===== src/rtl/core/cpfa_pkg.sv =====
// Package: shared constants and types for the contiguous page frame allocator.
package cpfa_pkg;
	localparam int NUM_FRAMES = 4096;
	localparam int MAX_RUN = 64;
	localparam int FRAME_W = $clog2(NUM_FRAMES);
	localparam int WORD_W = 32;
	localparam int NUM_WORDS = NUM_FRAMES / WORD_W;
	localparam int WADDR_W = $clog2(NUM_WORDS);
	localparam int BIT_W = $clog2(WORD_W);
	localparam int LEN_W = 7;
	localparam int RES_W = 13;
	localparam int CNT_W = $clog2(MAX_RUN + 1);

	localparam logic [1:0] ST_OK = 2'd0;
	localparam logic [1:0] ST_NOSPACE = 2'd1;
	localparam logic [1:0] ST_UNALLOC = 2'd2;

	localparam logic ACT_ALLOC = 1'b0;
	localparam logic ACT_FREE = 1'b1;

	typedef struct packed {
		logic we;
		logic [WADDR_W-1:0] waddr;
		logic [WORD_W-1:0] wdata;
		logic [WADDR_W-1:0] raddr;
	} map_req_t;

	typedef struct packed {
		logic we;
		logic [FRAME_W-1:0] waddr;
		logic [LEN_W-1:0] wdata;
		logic [FRAME_W-1:0] raddr;
	} run_req_t;
endpackage


===== src/rtl/core/cpfa_map_ram.sv =====
// Free map memory: one bit per frame, 32 frames per word, registered read.
module cpfa_map_ram (
	input  logic clk,
	input  cpfa_pkg::map_req_t req,
	output logic [cpfa_pkg::WORD_W-1:0] rdata
);
	logic [cpfa_pkg::WORD_W-1:0] mem [cpfa_pkg::NUM_WORDS];

	always_ff @(posedge clk) begin
		if (req.we) begin
			mem[req.waddr] <= req.wdata;
		end
		rdata <= mem[req.raddr];
	end
endmodule


===== config.mk =====
export PLATFORM = sky130hd
export DESIGN_NAME = cpfa_map_ram
export DESIGN_NICKNAME = d
export VERILOG_FILES = /design/src/rtl/core/cpfa_pkg.sv /design/src/rtl/core/cpfa_map_ram.sv
export SDC_FILE = /design/constraint.sdc
export NUM_CORES = 2
export LEC_CHECK = 0
export BUFFER_PORTS_ARGS = -buffer_cell sky130_fd_sc_hd__buf_2
export CAP_MARGIN = 10
export CORE_MARGIN = 1
export CORE_UTILIZATION = 68
export DETAILED_ROUTE_END_ITERATION = 8
export PLACE_DENSITY_LB_ADDON = 0.25
export SYNTH_ARGS = -nofsm -noshare
export SYNTH_HDL_FRONTEND = slang
export SYNTH_SLANG_ARGS = --single-unit
export TNS_END_PERCENT = 10

===== constraint.sdc =====
create_clock -name clk -period 6.8 [get_ports clk]
set_input_delay 0.68 -clock clk [delete_from_list [all_inputs] [get_ports clk]]
set_output_delay 0.68 -clock clk [all_outputs]
set_load 0.1 [all_outputs]

# After elaboration in Yosys (flattened, before gate mapping)
# Memories as Yosys holds them, arrays and structs flattened. A register that Yosys moved wholly into a read port is not among the register bits.
# Index checks and enable logic that the tools add are counted.
# classes
muxes	2
# op_table
operator	count
$mux W1	2
# word_totals
register_bits	0
ramBits	4096
input_bits	48
mem_count	1
# memory_table
memory	depth	word_bits	rd	rd_ports_with_merged_regs	wr	line	text
mem	128	32	1	1	1	cpfa_map_ram.sv:7	logic [cpfa_pkg::WORD_W-1:0] mem [cpfa_pkg::NUM_WORDS];

# Logic depth before layout (Yosys ltp)
# logic_depth
depth_word	2
ltp_mapped	8
mapped_depth_nobuf	4

# Worst setup path before layout
# Ideal clock, no wire load.
# synth_path
path_type	in2reg
start	input port req[46] (netlist name)
end	memory mem[98][0] (netlist name) (enable)
setup_ps	461
arrival_ps	3458
slack_ps	2881
stages	3
path_buffers	1
cell_sequence	clkbuf_1 nand4_1 nor3_1
# synth_between
elab_chain_cells	2
# synth_rtl
element	line	text
start: declaration	cpfa_map_ram.sv:4	input cpfa_pkg::map_req_t req,
$mux W1	cpfa_map_ram.sv:10	if (req.we) begin
$mux W1 (implied by the code)	cpfa_map_ram.sv:11	mem[req.waddr] <= req.wdata;
end: declaration	cpfa_map_ram.sv:7	
# No other way between the ends.

==> flow_summary.toml <==
[run_status]
outcome = "complete, no violations"

[critical_path]
worstSetupPathType = "in2reg"
cp_capture_type = "flop"
critical_path.startpoint = "req[0]"
rr_endpoint = "rdata[26]"
last_element_of_the_critical_path = "rdata[26]"
startpoint_type = "primary input"
worst-path-max-fanout = 95
worst_ep_arrival_time_ns = 4.49
reg2reg_slack_ns = 3.98
worstPathRequired_ns = 7.65
reg2reg_depth = 4
rr_startpoint = "mem[101][26]"

[yosys]
ys_ff_latch = 4128
netlist-cell-type-count = 17
synth_xor_xnor_area_share = 0
ys_dominant_reg_cell = "sky130_fd_sc_hd__edfxtp_1"
synth.yosys.warnings = 0
muxShareOfSynthArea = 0.196
post_synth_edffs = 4096
synth_adder_area_share = 0
seq_area_frac_synth = 0.791
synthTopCellsByArea = "sky130_fd_sc_hd__edfxtp_1 79%, sky130_fd_sc_hd__mux4_2 19%, sky130_fd_sc_hd__clkbuf_1 0.44%"
synth_commonest_cells = "4096 x sky130_fd_sc_hd__edfxtp_1, 1344 x sky130_fd_sc_hd__mux4_2, 182 x sky130_fd_sc_hd__clkbuf_1"
syn-cell-area_um2 = 156000
synthDominantCellAreaShare = 0.787
synth_compound_gate_area_share = 0
yosysMostFrequentCell = "sky130_fd_sc_hd__edfxtp_1"
yosysTopAreaCell = "sky130_fd_sc_hd__edfxtp_1"
async_reset_ff_frac = 0
synth_top_family_by_area = "multiplexers"
synthesis.area_per_instance_um2 = 26.1
syn-num-nets = 6038
post_synth_inst_count = 5990
yosys.area_share.simple = 0.00446

[timing]
fin_tns_setup_ns = 0
rel_slew_slack = 0.142
hold_violations = 0
rsz_0062_raised_after_global_routing = "no"
max_clock_freq_mhz = 275
layout_worst_path_cycle_share = 0.535
layout_min_cycle_time_ns = 3.64
worst-slew-pin-transition_ns = 1.29
fin_worst_skew_ns = 0.0652
holdWs_ns = 0.187
report.final.slew_viol_count = 0
finalSetupViolCount = 0

[clocking]
cts_hold_fix_bufs = 0
clk_root_buffer_cell = "sky130_fd_sc_hd__clkbuf_16"
clock_path_buffers = 4
post_cts_buffers = 0
cts-buffers-inserted = 395
cts_tree = "yes"
cts.reportedPaths.clkPinSlew_ns = 0.07
insertion_delay_ns = 1.00
cts_resized = 0
cts-htree-levels = 5
cts_sinks = 4128

[die]
initial_core_util = 0.686
core-area_um2 = 228000
floorplan.rows = 175
num_io_pins = 80
die_w_um = 481
die_area_um2 = 232000
chipHeight_um = 481

[global_routing]
grt_usage = 0.429
grt_max_degree = 110
first_global_vias = 78100
antenna_found_initial = 84
total_congestion_overflow = 0
wire_length_of_the_first_global_routing_pass_um = 656000

[power]
vdd.ir_drop.worst_v = 0.000293
leakagePower_nw = 53.7
powerDensity_nw_per_um2 = 306
power.share.combinational = 0.059
pwr-share-seq = 0.528
power.share.clock = 0.413
power.switching_fraction = 0.225
power_report.internal_total_w = 0.0414
switching_power_w = 0.0120

[finish]
fillers = 10000
layout.nets = 6429
finalInstanceArea_um2 = 175000
final-instance-count-excl-fill = 9747
area_delta_synth_final_pct = 11.9
proportion_of_layout_cells_with_a_drive_suffix_above_1 = 0.354

[drt]
top_layer = "met5"
met2_wirelength_um = 228000
wl_met3_um = 69100
finalWirelength_um = 485000
dr.pass1.iters = 6
count_of_unresolved_drc_violations_after_routing = 0
route.antenna.remaining_nets = 0
vias = 78000
wire_length_per_cell_after_detailed_routing_um = 49.8
avgViaCountPerCell = 8.00
drt_iter0_drc = 15600
wirelength_met1_um = 141000

[place]
postPlaceCellArea_um2 = 162000
placement.io_buffers = 79
hpwl_um = 226000
placed_cells = 8993
place.gp.congestion = 0.840

[worst_hold_path]
hp-class = "in2reg"

[flow_run]
max-cap-violations = 0
[per-layer routing]
metal / vias up / global-route usage
li1: 27200 / -
met1: 40200 / 0.540
met2: 8578 / 0.648
met3: 2005 / 0.107
met4: 52 / 0.342
met5: - / 0
[critical path, stage by stage]
cell and delay (ns):
sky130_fd_sc_hd__buf_12 0.55, sky130_fd_sc_hd__buf_12 0.55, sky130_fd_sc_hd__mux4_2 0.62, sky130_fd_sc_hd__mux4_2 0.67
sky130_fd_sc_hd__mux4_2 0.67, sky130_fd_sc_hd__mux2_2 0.32
[cells by family after synthesis]
kind of cell  Yosys count
flops                4128
buf+inv               316
mux                  1376
simple gates          170
[cell type report]
cell class,instances,area (um^2),share of cell area
sequential,4128,124000,0.707
multi-input combinational,1546,32300,0.185
clock buffer,498,10400,0.0595
tap,3009,3760,0.0215
timing repair buffer,310,2650,0.0151
clock inverter,210,2000,0.0114
antenna,46,115,0.000658
[how the worst min path moves through the flow]
stage,startpoint,to,depth (start not counted)
floorplan,req[7],mem[0][0],0
global placement,mem[110][30],rdata[30],4
detailed placement,mem[30][28],rdata[28],4
CTS,req[36],mem[9][29],1
global route,req[36],mem[9][29],1
finish,req[36],mem[9][29],1
[flip-flops by register name (all words and copies together), names as in the netlist]
name	cells
mem	4096
rdata	32
[power by group through the flow]
stage / Sequential, W / Combinational (W) / Clock, W
2_1_floorplan: 0.0289 / 0.00136 / 0
3_3_place_gp: 0.0287 / 0.00285 / 0
3_5_place_dp: 0.0287 / 0.00293 / 0
4_1_cts: 0.0282 / 0.00305 / 0.0221
5_1_grt: 0.0282 / 0.00313 / 0.0229
6_report: 0.0282 / 0.00315 / 0.0221
[metrics by stage]
| step | util | worst slack [ns] | power, W |
|---|---|---|---|
| floorplan | - | 2.88 | 0.0303 |
| global placement | 0.712 | 2.32 | 0.0316 |
| detailed placement | 0.712 | 2.30 | 0.0317 |
| CTS | 0.767 | 3.22 | 0.0533 |
| global route | 0.767 | 3.13 | 0.0542 |
| finish | 0.767 | 3.16 | 0.0534 |
[cell usage in the layout, fill, tap and decap left out, drive strengths merged]
cell type and instances:
edfxtp 4096, mux4 1344, clkbuf 498, buf 310
clkinv 154, nor2 122, diode 46, bufinv 38
mux2 32, dfxtp 32, nand2 14, nand3 12
nor3 9, inv 9, clkinvlp 9, nor2b 7
nand4 3, nand2b 2, or3 1
(Power assumes the default switching activity.)
